<file path="config.mk">
export PLATFORM = sky130hd
export DESIGN_NAME = bresenham_line_rasterizer
export DESIGN_NICKNAME = d
export VERILOG_FILES = /design/src/design/blr_pkg.sv /design/src/design/blr_front.sv /design/src/design/blr_queue.sv /design/src/design/blr_stepper.sv /design/src/design/blr_addr.sv /design/src/design/bresenham_line_rasterizer.sv
export SDC_FILE = /design/constraint.sdc
export NUM_CORES = 2
export LEC_CHECK = 0
export BUFFER_PORTS_ARGS = -buffer_cell sky130_fd_sc_hd__buf_2
export CAP_MARGIN = 10
export CORE_UTILIZATION = 35
export CTS_BUF_LIST = sky130_fd_sc_hd__clkbuf_2
export DETAILED_ROUTE_END_ITERATION = 6
export HOLD_SLACK_MARGIN = 0.12
export SKIP_CTS_REPAIR_TIMING = 1
export SYNTH_ARGS = -nofsm -noshare
export SYNTH_HDL_FRONTEND = slang
export SYNTH_HIERARCHICAL = 1
export SYNTH_SLANG_ARGS = --single-unit
</file>
<file path="constraint.sdc">
create_clock -name i_clk -period 11.55 [get_ports i_clk]
set_clock_uncertainty 0.15 [all_clocks]
set_input_delay 1.155 -clock i_clk [delete_from_list [all_inputs] [get_ports i_clk]]
set_output_delay 1.155 -clock i_clk [all_outputs]
set_load 0.1 [all_outputs]
</file>
<file path="src/design/blr_pkg.sv">
// Shared types, constants and helpers of the Bresenham line rasterizer.
`default_nettype none

package blr_pkg;

    // Field widths.
    localparam int COORD_BITS     = 16;
    localparam int DELTA_BITS     = COORD_BITS + 1;
    localparam int ERR_BITS       = COORD_BITS + 3;
    localparam int COLOR_BITS     = 8;
    localparam int DIM_BITS       = 13;
    localparam int MAX_IMAGE_DIM  = 4096;
    localparam int INDEX_BITS     = $clog2(MAX_IMAGE_DIM);
    localparam int PROD_BITS      = INDEX_BITS + DIM_BITS;
    localparam int ADDR_BITS      = 26;
    localparam int CFG_INDEX_BITS = 1;
    localparam int CFG_DATA_BITS  = DIM_BITS;

    // Register reset values.
    localparam logic [DIM_BITS-1:0] WIDTH_RESET  = DIM_BITS'(800);
    localparam logic [DIM_BITS-1:0] HEIGHT_RESET = DIM_BITS'(600);

    // Command queue between front and back; depth is a power of two.
    localparam int QUEUE_DEPTH = 2;
    localparam int QPTR_BITS   = $clog2(QUEUE_DEPTH);
    localparam int QCNT_BITS   = $clog2(QUEUE_DEPTH + 1);

    typedef enum logic {
        REQ_START = 1'b0,
        REQ_NEXT  = 1'b1
    } t_req_type;

    typedef enum logic [CFG_INDEX_BITS-1:0] {
        CFG_IMAGE_WIDTH  = 1'b0,
        CFG_IMAGE_HEIGHT = 1'b1
    } t_cfg_index;

    // Classified command handed from front to back.
    typedef struct packed {
        logic                         is_start;
        logic signed [COORD_BITS-1:0] start_x;
        logic signed [COORD_BITS-1:0] start_y;
        logic signed [COORD_BITS-1:0] end_x;
        logic signed [COORD_BITS-1:0] end_y;
        logic [DELTA_BITS-1:0]        delta_x;
        logic [DELTA_BITS-1:0]        delta_y;
        logic                         step_x_neg;
        logic                         step_y_neg;
        logic signed [ERR_BITS-1:0]   error_init;
        logic [3*COLOR_BITS-1:0]      colour;
    } t_cmd;

    // One emitted pixel before clipping and addressing.
    typedef struct packed {
        logic                         valid_res;
        logic signed [COORD_BITS-1:0] x;
        logic signed [COORD_BITS-1:0] y;
        logic                         last;
        logic [3*COLOR_BITS-1:0]      colour;
    } t_pix;

    // Image dimension as used for clipping: saturated at the maximum.
    function automatic logic [DIM_BITS-1:0] eff_dim(input logic [DIM_BITS-1:0] r);
        logic [DIM_BITS-1:0] lim;
        lim = DIM_BITS'(MAX_IMAGE_DIM);
        return (r > lim) ? lim : r;
    endfunction

endpackage

`default_nettype wire

</file>
<file path="src/design/blr_front.sv">
// Front end: accepts requests and classifies them into queue commands.
`default_nettype none

module blr_front (
    input  wire logic                                  i_valid,
    input  wire logic                                  i_req_type,
    input  wire logic signed [blr_pkg::COORD_BITS-1:0] i_start_x,
    input  wire logic signed [blr_pkg::COORD_BITS-1:0] i_start_y,
    input  wire logic signed [blr_pkg::COORD_BITS-1:0] i_end_x,
    input  wire logic signed [blr_pkg::COORD_BITS-1:0] i_end_y,
    input  wire logic [blr_pkg::COLOR_BITS-1:0]        i_red,
    input  wire logic [blr_pkg::COLOR_BITS-1:0]        i_green,
    input  wire logic [blr_pkg::COLOR_BITS-1:0]        i_blue,
    input  wire logic                                  i_queue_full,
    output logic                                       o_push,
    output blr_pkg::t_cmd                              o_cmd
);
    import blr_pkg::*;

    logic signed [DELTA_BITS:0] diff_x;
    logic signed [DELTA_BITS:0] diff_y;
    logic [DELTA_BITS-1:0]      abs_x;
    logic [DELTA_BITS-1:0]      abs_y;

    // A transaction is taken whenever the queue has room.
    assign o_push = i_valid && !i_queue_full;

    // Signed endpoint differences and their magnitudes.
    always_comb begin
        diff_x = (DELTA_BITS+1)'(i_end_x) - (DELTA_BITS+1)'(i_start_x);
        diff_y = (DELTA_BITS+1)'(i_end_y) - (DELTA_BITS+1)'(i_start_y);
        abs_x  = diff_x[DELTA_BITS] ? DELTA_BITS'(-diff_x) : DELTA_BITS'(diff_x);
        abs_y  = diff_y[DELTA_BITS] ? DELTA_BITS'(-diff_y) : DELTA_BITS'(diff_y);
    end

    // Build the command. An equal coordinate counts as a negative step.
    always_comb begin
        o_cmd.is_start   = (t_req_type'(i_req_type) == REQ_START);
        o_cmd.start_x    = i_start_x;
        o_cmd.start_y    = i_start_y;
        o_cmd.end_x      = i_end_x;
        o_cmd.end_y      = i_end_y;
        o_cmd.delta_x    = abs_x;
        o_cmd.delta_y    = abs_y;
        o_cmd.step_x_neg = !(i_start_x < i_end_x);
        o_cmd.step_y_neg = !(i_start_y < i_end_y);
        o_cmd.error_init = ERR_BITS'(abs_x) - ERR_BITS'(abs_y);
        o_cmd.colour     = {i_red, i_green, i_blue};
    end

endmodule

`default_nettype wire

</file>
<file path="src/design/blr_queue.sv">
// Short command queue that decouples the front end from the stepper.
`default_nettype none

module blr_queue (
    input  wire logic          i_clk,
    input  wire logic          i_rst_n,
    input  wire logic          i_push,
    input  blr_pkg::t_cmd      i_cmd,
    input  wire logic          i_pop,
    output logic               o_full,
    output logic               o_valid,
    output blr_pkg::t_cmd      o_cmd
);
    import blr_pkg::*;

    t_cmd                 r_mem [QUEUE_DEPTH];
    logic [QPTR_BITS-1:0] r_wr_ptr;
    logic [QPTR_BITS-1:0] r_rd_ptr;
    logic [QCNT_BITS-1:0] r_count;
    logic [QCNT_BITS-1:0] n_count;

    assign o_full  = (r_count == QCNT_BITS'(QUEUE_DEPTH));
    assign o_valid = (r_count != '0);
    assign o_cmd   = r_mem[r_rd_ptr];

    // Occupancy follows push and pop.
    always_comb begin
        n_count = r_count;
        if (i_push && !i_pop) begin
            n_count = r_count + QCNT_BITS'(1);
        end else if (!i_push && i_pop) begin
            n_count = r_count - QCNT_BITS'(1);
        end
    end

    // Pointers and occupancy.
    always_ff @(posedge i_clk) begin
        if (!i_rst_n) begin
            r_wr_ptr <= '0;
            r_rd_ptr <= '0;
            r_count  <= '0;
        end else begin
            r_count <= n_count;
            if (i_push) begin
                r_wr_ptr <= r_wr_ptr + QPTR_BITS'(1);
            end
            if (i_pop) begin
                r_rd_ptr <= r_rd_ptr + QPTR_BITS'(1);
            end
        end
    end

    // Entry storage.
    always_ff @(posedge i_clk) begin
        if (i_push) begin
            r_mem[r_wr_ptr] <= i_cmd;
        end
    end

    a_count_bound: assert property (@(posedge i_clk) disable iff (!i_rst_n)
        r_count <= QCNT_BITS'(QUEUE_DEPTH))
        else $error("queue occupancy above its depth");

endmodule

`default_nettype wire

</file>
<file path="src/design/blr_stepper.sv">
// Back end stepper: holds the line state and emits one pixel per command.
`default_nettype none

module blr_stepper (
    input  wire logic     i_clk,
    input  wire logic     i_rst_n,
    input  wire logic     i_cmd_valid,
    input  blr_pkg::t_cmd i_cmd,
    output logic          o_pop,
    input  wire logic     i_ready,
    output logic          o_valid,
    output blr_pkg::t_pix o_pix
);
    import blr_pkg::*;

    // Line state.
    logic signed [COORD_BITS-1:0] r_cur_x;
    logic signed [COORD_BITS-1:0] r_cur_y;
    logic signed [COORD_BITS-1:0] r_target_x;
    logic signed [COORD_BITS-1:0] r_target_y;
    logic [DELTA_BITS-1:0]        r_delta_x;
    logic [DELTA_BITS-1:0]        r_delta_y;
    logic                         r_step_x_neg;
    logic                         r_step_y_neg;
    logic signed [ERR_BITS-1:0]   r_error_term;
    logic [3*COLOR_BITS-1:0]      r_line_colour;
    logic                         r_line_active;

    // Pixel output register.
    logic r_s1_valid;
    t_pix r_s1_pix;

    // Working values for the current command.
    logic signed [COORD_BITS-1:0] cx, cy, tx, ty;
    logic [DELTA_BITS-1:0]        dx, dy;
    logic                         sxn, syn;
    logic signed [ERR_BITS-1:0]   err;
    logic [3*COLOR_BITS-1:0]      colour;
    logic                         emit;
    logic                         is_last;
    logic signed [ERR_BITS:0]     e2;
    logic                         move_x, move_y;
    logic signed [COORD_BITS-1:0] n_cur_x, n_cur_y;
    logic signed [ERR_BITS-1:0]   n_error_term;
    t_pix                         n_pix;

    assign o_pop   = i_cmd_valid && (!r_s1_valid || i_ready);
    assign o_valid = r_s1_valid;
    assign o_pix   = r_s1_pix;

    // Select fresh endpoints on a start command, else the running state.
    always_comb begin
        if (i_cmd.is_start) begin
            cx     = i_cmd.start_x;
            cy     = i_cmd.start_y;
            tx     = i_cmd.end_x;
            ty     = i_cmd.end_y;
            dx     = i_cmd.delta_x;
            dy     = i_cmd.delta_y;
            sxn    = i_cmd.step_x_neg;
            syn    = i_cmd.step_y_neg;
            err    = i_cmd.error_init;
            colour = i_cmd.colour;
        end else begin
            cx     = r_cur_x;
            cy     = r_cur_y;
            tx     = r_target_x;
            ty     = r_target_y;
            dx     = r_delta_x;
            dy     = r_delta_y;
            sxn    = r_step_x_neg;
            syn    = r_step_y_neg;
            err    = r_error_term;
            colour = r_line_colour;
        end
        emit    = i_cmd.is_start || r_line_active;
        is_last = (cx == tx) && (cy == ty);
    end

    // Bresenham step: compare the doubled error against both deltas as signed values.
    always_comb begin
        e2           = {err, 1'b0};
        move_x       = (e2 > -$signed((ERR_BITS+1)'(dy)));
        move_y       = (e2 < $signed((ERR_BITS+1)'(dx)));
        n_error_term = err;
        n_cur_x      = cx;
        n_cur_y      = cy;
        if (move_x) begin
            n_cur_x = sxn ? cx - COORD_BITS'(1) : cx + COORD_BITS'(1);
        end
        if (move_y) begin
            n_cur_y = syn ? cy - COORD_BITS'(1) : cy + COORD_BITS'(1);
        end
        n_error_term = err - (move_x ? ERR_BITS'(dy) : '0) + (move_y ? ERR_BITS'(dx) : '0);
    end

    // Pixel record; an idle next request gives an all-zero result.
    always_comb begin
        n_pix = '0;
        if (emit) begin
            n_pix.valid_res = 1'b1;
            n_pix.x         = cx;
            n_pix.y         = cy;
            n_pix.last      = is_last;
            n_pix.colour    = colour;
        end
    end

    // Control state.
    always_ff @(posedge i_clk) begin
        if (!i_rst_n) begin
            r_line_active <= 1'b0;
            r_s1_valid    <= 1'b0;
        end else begin
            if (o_pop) begin
                r_s1_valid    <= 1'b1;
                r_line_active <= emit && !is_last;
            end else if (i_ready) begin
                r_s1_valid <= 1'b0;
            end
        end
    end

    // Line state and pixel payload.
    always_ff @(posedge i_clk) begin
        if (o_pop) begin
            r_s1_pix <= n_pix;
            if (emit) begin
                r_cur_x       <= n_cur_x;
                r_cur_y       <= n_cur_y;
                r_target_x    <= tx;
                r_target_y    <= ty;
                r_delta_x     <= dx;
                r_delta_y     <= dy;
                r_step_x_neg  <= sxn;
                r_step_y_neg  <= syn;
                r_error_term  <= n_error_term;
                r_line_colour <= colour;
            end
        end
    end

    a_last_ends_line: assert property (@(posedge i_clk) disable iff (!i_rst_n)
        (o_pop && emit && is_last) |=> !r_line_active)
        else $error("line still active after its end point");

    a_idle_result: assert property (@(posedge i_clk) disable iff (!i_rst_n)
        (o_pop && !emit) |=> (r_s1_valid && !r_s1_pix.valid_res))
        else $error("idle next request produced a pixel");

endmodule

`default_nettype wire

</file>
<file path="src/design/blr_addr.sv">
// Back end address pipeline: clipping, frame buffer address and output register.
`default_nettype none

module blr_addr (
    input  wire logic                                  i_clk,
    input  wire logic                                  i_rst_n,
    input  wire logic [blr_pkg::DIM_BITS-1:0]          i_image_width,
    input  wire logic [blr_pkg::DIM_BITS-1:0]          i_image_height,
    input  wire logic                                  i_valid,
    input  blr_pkg::t_pix                              i_pix,
    output logic                                       o_ready,
    input  wire logic                                  i_stall,
    output logic                                       o_valid,
    output logic                                       o_valid_res,
    output logic signed [blr_pkg::COORD_BITS-1:0]      o_pixel_x,
    output logic signed [blr_pkg::COORD_BITS-1:0]      o_pixel_y,
    output logic                                       o_write_enable,
    output logic [blr_pkg::ADDR_BITS-1:0]              o_byte_address,
    output logic [blr_pkg::COLOR_BITS-1:0]             o_out_red,
    output logic [blr_pkg::COLOR_BITS-1:0]             o_out_green,
    output logic [blr_pkg::COLOR_BITS-1:0]             o_out_blue,
    output logic                                       o_last
);
    import blr_pkg::*;

    logic [DIM_BITS-1:0]  w_eff;
    logic [DIM_BITS-1:0]  h_eff;
    logic                 in_image;
    logic                 s2_ready;
    logic                 s3_ready;
    logic [PROD_BITS-1:0] sum;

    // Product stage.
    logic                 r_s2_valid;
    t_pix                 r_s2_pix;
    logic                 r_s2_inside;
    logic [PROD_BITS-1:0] r_s2_prod;

    // Output stage.
    logic                 r_out_valid;
    t_pix                 r_out_pix;
    logic                 r_out_we;
    logic [ADDR_BITS-1:0] r_out_addr;
    logic [ADDR_BITS-1:0] n_out_addr;

    assign s3_ready = !r_out_valid || !i_stall;
    assign s2_ready = !r_s2_valid || s3_ready;
    assign o_ready  = s2_ready;

    // Clip against the saturated image size.
    always_comb begin
        w_eff    = eff_dim(i_image_width);
        h_eff    = eff_dim(i_image_height);
        in_image = i_pix.valid_res && !i_pix.x[COORD_BITS-1] && !i_pix.y[COORD_BITS-1]
                   && (COORD_BITS'(i_pix.x) < COORD_BITS'(w_eff))
                   && (COORD_BITS'(i_pix.y) < COORD_BITS'(h_eff));
    end

    // Row offset plus column, times three bytes per pixel.
    always_comb begin
        sum        = r_s2_prod + PROD_BITS'(r_s2_pix.x[INDEX_BITS-1:0]);
        n_out_addr = r_s2_inside ? ADDR_BITS'({sum, 1'b0}) + ADDR_BITS'(sum) : '0;
    end

    // Stage valid bits.
    always_ff @(posedge i_clk) begin
        if (!i_rst_n) begin
            r_s2_valid  <= 1'b0;
            r_out_valid <= 1'b0;
        end else begin
            if (s2_ready) begin
                r_s2_valid <= i_valid;
            end
            if (s3_ready) begin
                r_out_valid <= r_s2_valid;
            end
        end
    end

    // Stage payloads.
    always_ff @(posedge i_clk) begin
        if (s2_ready && i_valid) begin
            r_s2_pix    <= i_pix;
            r_s2_inside <= in_image;
            r_s2_prod   <= PROD_BITS'(i_pix.y[INDEX_BITS-1:0]) * PROD_BITS'(w_eff);
        end
        if (s3_ready && r_s2_valid) begin
            r_out_pix  <= r_s2_pix;
            r_out_we   <= r_s2_inside;
            r_out_addr <= n_out_addr;
        end
    end

    assign o_valid        = r_out_valid;
    assign o_valid_res    = r_out_pix.valid_res;
    assign o_pixel_x      = r_out_pix.x;
    assign o_pixel_y      = r_out_pix.y;
    assign o_write_enable = r_out_we;
    assign o_byte_address = r_out_addr;
    assign o_out_red      = r_out_pix.colour[3*COLOR_BITS-1:2*COLOR_BITS];
    assign o_out_green    = r_out_pix.colour[2*COLOR_BITS-1:COLOR_BITS];
    assign o_out_blue     = r_out_pix.colour[COLOR_BITS-1:0];
    assign o_last         = r_out_pix.last;

    a_inside_reaches_out: assert property (@(posedge i_clk) disable iff (!i_rst_n)
        (r_s2_valid && s3_ready && r_s2_inside) |=> (o_valid && o_write_enable && o_valid_res))
        else $error("clipped-in pixel lost its write enable");

    a_clipped_addr_zero: assert property (@(posedge i_clk) disable iff (!i_rst_n)
        (r_s2_valid && s3_ready && !r_s2_inside) |=> (o_byte_address == '0))
        else $error("clipped pixel carries an address");

endmodule

`default_nettype wire

</file>
<file path="src/design/bresenham_line_rasterizer.sv">
// Top level of the Bresenham line rasterizer.
// The block takes one request per clock while o_stall is low and returns one pixel
// transaction per request, in order: a start request loads both endpoints and the colour
// and returns the start pixel, each next request returns the following pixel of the
// line, and a next request with no line in progress returns a result with every field
// zero. A result passes the queue, stepper, multiply and output registers; the sustained
// rate is one item per clock while i_stall is low, set by the stepper's position and
// error update. Pixels outside the configured image carry write_enable low and a zero
// address; image sizes above 4096 act as 4096. The user must write configuration
// registers only while no transaction is in flight; the block does not enforce this.
`default_nettype none

module bresenham_line_rasterizer (
    input  wire logic                                  i_clk,
    input  wire logic                                  i_rst_n,
    // Configuration write port.
    input  wire logic                                  i_cfg_wr_en,
    input  wire logic [blr_pkg::CFG_INDEX_BITS-1:0]    i_cfg_index,
    input  wire logic [blr_pkg::CFG_DATA_BITS-1:0]     i_cfg_data,
    // Request channel.
    input  wire logic                                  i_valid,
    output logic                                       o_stall,
    input  wire logic                                  i_req_type,
    input  wire logic signed [blr_pkg::COORD_BITS-1:0] i_start_x,
    input  wire logic signed [blr_pkg::COORD_BITS-1:0] i_start_y,
    input  wire logic signed [blr_pkg::COORD_BITS-1:0] i_end_x,
    input  wire logic signed [blr_pkg::COORD_BITS-1:0] i_end_y,
    input  wire logic [blr_pkg::COLOR_BITS-1:0]        i_red,
    input  wire logic [blr_pkg::COLOR_BITS-1:0]        i_green,
    input  wire logic [blr_pkg::COLOR_BITS-1:0]        i_blue,
    // Pixel channel.
    output logic                                       o_valid,
    input  wire logic                                  i_stall,
    output logic                                       o_valid_res,
    output logic signed [blr_pkg::COORD_BITS-1:0]      o_pixel_x,
    output logic signed [blr_pkg::COORD_BITS-1:0]      o_pixel_y,
    output logic                                       o_write_enable,
    output logic [blr_pkg::ADDR_BITS-1:0]              o_byte_address,
    output logic [blr_pkg::COLOR_BITS-1:0]             o_out_red,
    output logic [blr_pkg::COLOR_BITS-1:0]             o_out_green,
    output logic [blr_pkg::COLOR_BITS-1:0]             o_out_blue,
    output logic                                       o_last
);
    import blr_pkg::*;

    logic [DIM_BITS-1:0] r_image_width;
    logic [DIM_BITS-1:0] r_image_height;

    logic queue_full;
    logic push;
    t_cmd push_cmd;
    logic pop;
    logic head_valid;
    t_cmd head_cmd;
    logic pix_valid;
    t_pix pix;
    logic addr_ready;

    // Configuration registers.
    always_ff @(posedge i_clk) begin
        if (!i_rst_n) begin
            r_image_width  <= WIDTH_RESET;
            r_image_height <= HEIGHT_RESET;
        end else if (i_cfg_wr_en) begin
            unique case (t_cfg_index'(i_cfg_index))
                CFG_IMAGE_WIDTH:  r_image_width  <= i_cfg_data;
                CFG_IMAGE_HEIGHT: r_image_height <= i_cfg_data;
            endcase
        end
    end

    // The request side stalls only on a full queue.
    assign o_stall = queue_full;

    blr_front u_front (
        .i_valid      (i_valid),
        .i_req_type   (i_req_type),
        .i_start_x    (i_start_x),
        .i_start_y    (i_start_y),
        .i_end_x      (i_end_x),
        .i_end_y      (i_end_y),
        .i_red        (i_red),
        .i_green      (i_green),
        .i_blue       (i_blue),
        .i_queue_full (queue_full),
        .o_push       (push),
        .o_cmd        (push_cmd)
    );

    blr_queue u_queue (
        .i_clk   (i_clk),
        .i_rst_n (i_rst_n),
        .i_push  (push),
        .i_cmd   (push_cmd),
        .i_pop   (pop),
        .o_full  (queue_full),
        .o_valid (head_valid),
        .o_cmd   (head_cmd)
    );

    blr_stepper u_stepper (
        .i_clk       (i_clk),
        .i_rst_n     (i_rst_n),
        .i_cmd_valid (head_valid),
        .i_cmd       (head_cmd),
        .o_pop       (pop),
        .i_ready     (addr_ready),
        .o_valid     (pix_valid),
        .o_pix       (pix)
    );

    blr_addr u_addr (
        .i_clk          (i_clk),
        .i_rst_n        (i_rst_n),
        .i_image_width  (r_image_width),
        .i_image_height (r_image_height),
        .i_valid        (pix_valid),
        .i_pix          (pix),
        .o_ready        (addr_ready),
        .i_stall        (i_stall),
        .o_valid        (o_valid),
        .o_valid_res    (o_valid_res),
        .o_pixel_x      (o_pixel_x),
        .o_pixel_y      (o_pixel_y),
        .o_write_enable (o_write_enable),
        .o_byte_address (o_byte_address),
        .o_out_red      (o_out_red),
        .o_out_green    (o_out_green),
        .o_out_blue     (o_out_blue),
        .o_last         (o_last)
    );

endmodule

`default_nettype wire

</file>
# Word level (Yosys, flattened, before mapping)
# Memory sizes are Yosys's and may differ from the RTL's. A register that Yosys moved wholly into a read port is not among the register bits.
# Cells that the tools add are included.
[classes] n_reduce_logical=34 n_bitwise=2 n_mux=29 n_mul=1 add_sub_neg=18 n_eq_ne=3 order_cmp=8
[op_table] op="$mux W16" n=8
[op_table] op="$mux W17" n=6
[op_table] op="$mux W58" n=1
[op_table] op="$neg A17 Y17" n=2
[op_table] op="$sub A16 B16 Y17" n=2
[op_table] op="$add A16 B2 Y16 const B" n=2
[op_table] op="$eq A16 B16 Y1" n=2
[op_table] op="$lt A16 B13 Y1" n=2
[op_table] op="$lt A16 B16 Y1" n=2
[op_table] op="$sub A16 B2 Y16 const B" n=2
[op_table] op="$add A26 B25 Y26" n=1
[op_table] op="$gt A13 B13 Y1 const B" n=2
[op_table] op="$mux W13" n=2
[op_table] op="$add A25 B12 Y25" n=1
[op_table] op="$mul A12 B13 Y25" n=1
[op_table] op="$mux W24" n=1
[op_table] op="$gt A20 B20 Y1" n=1
[op_table] op="$lt A20 B18 Y1" n=1
[op_table] op="$neg A17 Y20" n=1
[op_table] op="$add A19 B19 Y19" n=1
[op_table] op="$mux W19" n=1
[op_table] op="$sub A19 B19 Y19" n=1
[op_table] op="$sub A17 B17 Y18" n=1
[op_table] op="$logic_and A1 B1 Y1" n=12
[op_table] op="other kinds (11)" n=39
[totals] n_memories=1 ramBits=288 output_inout_bits=87 regBits=404 input_bits=108
[memory_table] memory="u_queue.r_mem" depth=2 width=144 read_ports=1 rd_clocked_by_memory_dff=1 wr=1 line="blr_queue.sv:16" rtl="t_cmd r_mem [QUEUE_DEPTH];"

# Logic depth before layout (Yosys ltp)
[logic_depth] depth_word=8 mapped_depth=33

# Modules after synthesis
# Netlist, hierarchy kept.
[by_module_without_submodules] module="blr_stepper" seq_area_each_um2=6075.8 area_each_um2=13251.5 cells_each=1184 n_inst=1
[by_module_without_submodules] module="blr_addr" seq_area_each_um2=5114.9 area_each_um2=12921.1 cells_each=1160 n_inst=1
[by_module_without_submodules] module="blr_queue" seq_area_each_um2=8748.4 area_each_um2=10844.2 cells_each=470 n_inst=1
[by_module_without_submodules] module="blr_front" seq_area_each_um2=0.0 area_each_um2=4307.9 cells_each=623 n_inst=1
[by_module_without_submodules] module="bresenham_line_rasterizer" seq_area_each_um2=520.5 area_each_um2=1059.8 cells_each=109 n_inst=1

# Worst setup path before layout
# OpenSTA, ideal clock, no wires.
[synth_timing] path_kind="input -> register" start="input port i_valid" end="memory u_queue/r_mem[0][0] (netlist bit) (enable)" path_buffers=0 stages=2 setup_time_ns=0.666 arrival_ns=7.758 slack_ns=2.975 path_cell_list="nor2b_1 -> nor2b_1"
[synth_between] elab_chain_len=3
[synth_lines] element="start: declaration" line="bresenham_line_rasterizer.sv:21" rtl="input wire logic i_valid,"
[synth_lines] element="$logic_and A1 B1 Y1" line="blr_front.sv:26" rtl="assign o_push = i_valid && !i_queue_full;"
[synth_lines] element="$mux W1" line="blr_queue.sv:55" rtl="if (i_push) begin"
[synth_lines] element="$mux W1 (not written as such)" line="blr_queue.sv:56" rtl="r_mem[r_wr_ptr] <= i_cmd;"
[synth_lines] element="end: declaration" line="blr_queue.sv:16"
# No other way between the ends.

==> run summary <==
Violation count after the first detailed-routing iteration = 1706
Post-route ant nets = 0
Syn_nets = 4048
Signed area change from the synthesized netlist to the final layout = 12.1%
Vias in the first global route = 27.0k
Average size of a mapped cell = 12.0 um^2
DR vias = 27.6k
Post-synthesis instance total = 3546
Sequential-to-total area share from yosys stat = 48.3%
Slew at the pin with the worst max-slew slack = 1.17 ns
Most common cell after layout, fill and taps aside = edfxtp_1
Fmax = 113 MHz
Horizontal extent of the die = 350 um
Cell at the slowest stage of the critical path = dfxtp_4
CP Capture Type = register
# IOs = 195
Total Die Area = 122000 um^2
Result of the run = completed
FFs w/ async S/R, synth = 0%
Num rows = 127
Crit path time final = 8.87 ns
Number of buffers created by CTS = 182
I/O Buffers = 194
Wirelength per Cell = 18.2 um
Final nets = 4401
CP Class = reg -> reg
Part of the cycle the worst path needs = 76.8%
Final Wtd Congestion = 0.842
Flip-flop cell with the highest count after synthesis = edfxtp_1
Placeable core area = 120000 um^2
Clock root cell = clkbuf_2
Worst-skew pair later-pin latency = 1.54 ns
Antenna violations before repair = 6
Longest Clk Path Bufs = 3
Share of post-route cells with drive strength above 1 = 19.8%
Cell with the most instances on the worst path = o21ai_0
Total wirelength of the detailed-routed design = 103000 um
Arrival time of the worst setup path = 9.98 ns
Overflow left after global routing = 0
Flops & latches, synth = 693
Final setup violating endpoints = 0
Number of buffers and inverters on the critical path = 3
Netlist Area Pre-Place = 42400 um^2
Hold Crit Class = in -> reg
Setup repair after global routing missed its margin = false
Required time at the worst-slack endpoint = 12.67 ns
Clock transition time at the flip-flop clock pins of the worst setup and hold paths = 0.10 ns
DRT Pass-1 Iters = 5
H-tree level count = 4
Type of origin of the critical path = register
Ys Warns = 6
Global-route wire length before repair = 155000 um
Setup TNS = 0 ns
Slowest Stage Delay on Critical Path = 0.67 ns
Chip height = 350 um
Detail Placement HPWL = 76000 um
Number of max-slew violations in the final report = 0
Number of different library cells in the post-synthesis netlist = 96
Relative slew slack = 22.1%
Delay-heaviest family, CP = compound AO/OA/AOI/OAI gates
Pin count of the biggest net entering global routing = 79
Clock tree from TritonCTS = yes
Most frequent cells in the layout = edfxtp_1 (658), inv_1 (350), ha_1 (260)
Max-cap violations = 0
Remaining routing DRC violations = 0
Starting utilization of the core area = 35.3%
Number of enable-type register cells in the synthesized netlist = 658
Sink Count = 693
Avg Vias per Cell = 4.87
Final Hold Violating Endpoints = 0
Worst-path maximum fanout = 45
Final worst hold slack = 0.232 ns
GRT Overall Usage = 16.5%
## flip-flops by register name, summed over array words and instances, names as in the netlist, 16 cells and up, named ones only
register / flops
u_addr/r_s2_prod: 25
u_addr/o_byte_address: 26
u_stepper/r_target_x: 16
u_stepper/r_cur_x: 16
u_queue/r_mem: 288
u_stepper/r_line_colour: 24
u_addr/o_pixel_x: 16
u_stepper/r_cur_y: 16
u_stepper/r_target_y: 16
u_stepper/r_error_term: 19
u_stepper/r_delta_y: 17
u_addr/r_s2_pix: 58
u_stepper/o_pix: 58
u_stepper/r_delta_x: 17
u_addr/o_pixel_y: 16
## synthesized netlist by cell type, drive strengths merged (9+ instances only)
library cell / n / area, um^2
o31ai: 14 / 110
o2111ai: 9 / 78.8
a211oi: 19 / 153
edfxtp: 658 / 19800
a2111oi: 9 / 78.8
and3: 19 / 119
nand4: 37 / 231
buf: 144 / 1050
or3: 13 / 86.3
xnor2: 177 / 1560
inv: 351 / 1320
or2: 11 / 71.3
a31oi: 16 / 121
a21oi: 149 / 764
dfxtp: 35 / 701
fa: 134 / 2680
nor2: 197 / 742
xor2: 76 / 673
nor3: 46 / 235
o21ai: 99 / 510
ha: 260 / 3250
nand3: 42 / 215
a211o: 11 / 96.3
nor2b: 49 / 322
mux2: 228 / 2790
clkbuf: 50 / 189
mux2i: 86 / 877
a21o: 63 / 473
and2: 96 / 603
nand2: 247 / 927
nor4: 16 / 100
o211ai: 17 / 138
o21a: 27 / 203
o21bai: 15 / 116
nand2b: 30 / 188
## per-stage QoR
step	worst slack, ns	util [%]	cell area, um^2	std cells
2_1_floorplan	2.98	-	42400	3546
3_3_place_gp	2.87	37.0	44400	5189
3_5_place_dp	2.76	37.0	44400	5189
4_1_cts	2.72	38.4	46100	5504
5_1_grt	1.91	39.6	47500	5653
6_report	2.68	39.6	47500	5655
## path summary, 6_finish.rpt
| kind | from | to | slack, ns | depth (start not counted) |
|---|---|---|---|---|
| hold / removal | i_start_y[11] | u_queue/r_mem[1][122] | 0.23 | 2 |
| setup reg to reg | register | u_stepper/r_error_term[16] | 2.68 | 29 |
| setup / recovery | register | u_stepper/r_error_term[16] | 2.68 | 29 |
| hold reg to reg | u_stepper/o_pix[54] | u_addr/r_s2_pix[54] | 0.24 | 0 |
## metal layers
| layer | vias to the layer above | track usage, % | part of all wire [%] |
|---|---|---|---|
| li1 | 13291 | - | - |
| met1 | 13408 | 21.8 | 45 |
| met2 | 695 | 27.0 | 48 |
| met3 | 171 | 2.81 | 4.5 |
| met4 | 0 | 6.48 | 2.7 |
| met5 | - | 0 | 0 |
## layout make-up
class	count	area, um^2
clock buffer	258	1290
antenna	13	32.5
tap	1612	2020
multi-input combinational	2307	19400
timing repair buffer	363	2580
clock inverter	57	368
inverter	352	1320
fill	11576	72500
sequential	693	20500
## cells by family after synthesis
family / count (synthesis) / share of synthesized area, %
AOI/OAI and AO/OA: 512 / 8.03
xor gates and xnor gates: 253 / 5.26
buffers and inverters: 546 / 6.03
muxes: 314 / 8.66
adders and majority gates: 394 / 14.0
DFF: 693 / 48.3
and+or+nand+nor: 834 / 9.74
Power is left out: the tool's default activity adds up to more than one toggle a clock period on the data nets, which glitch-free logic cannot reach.
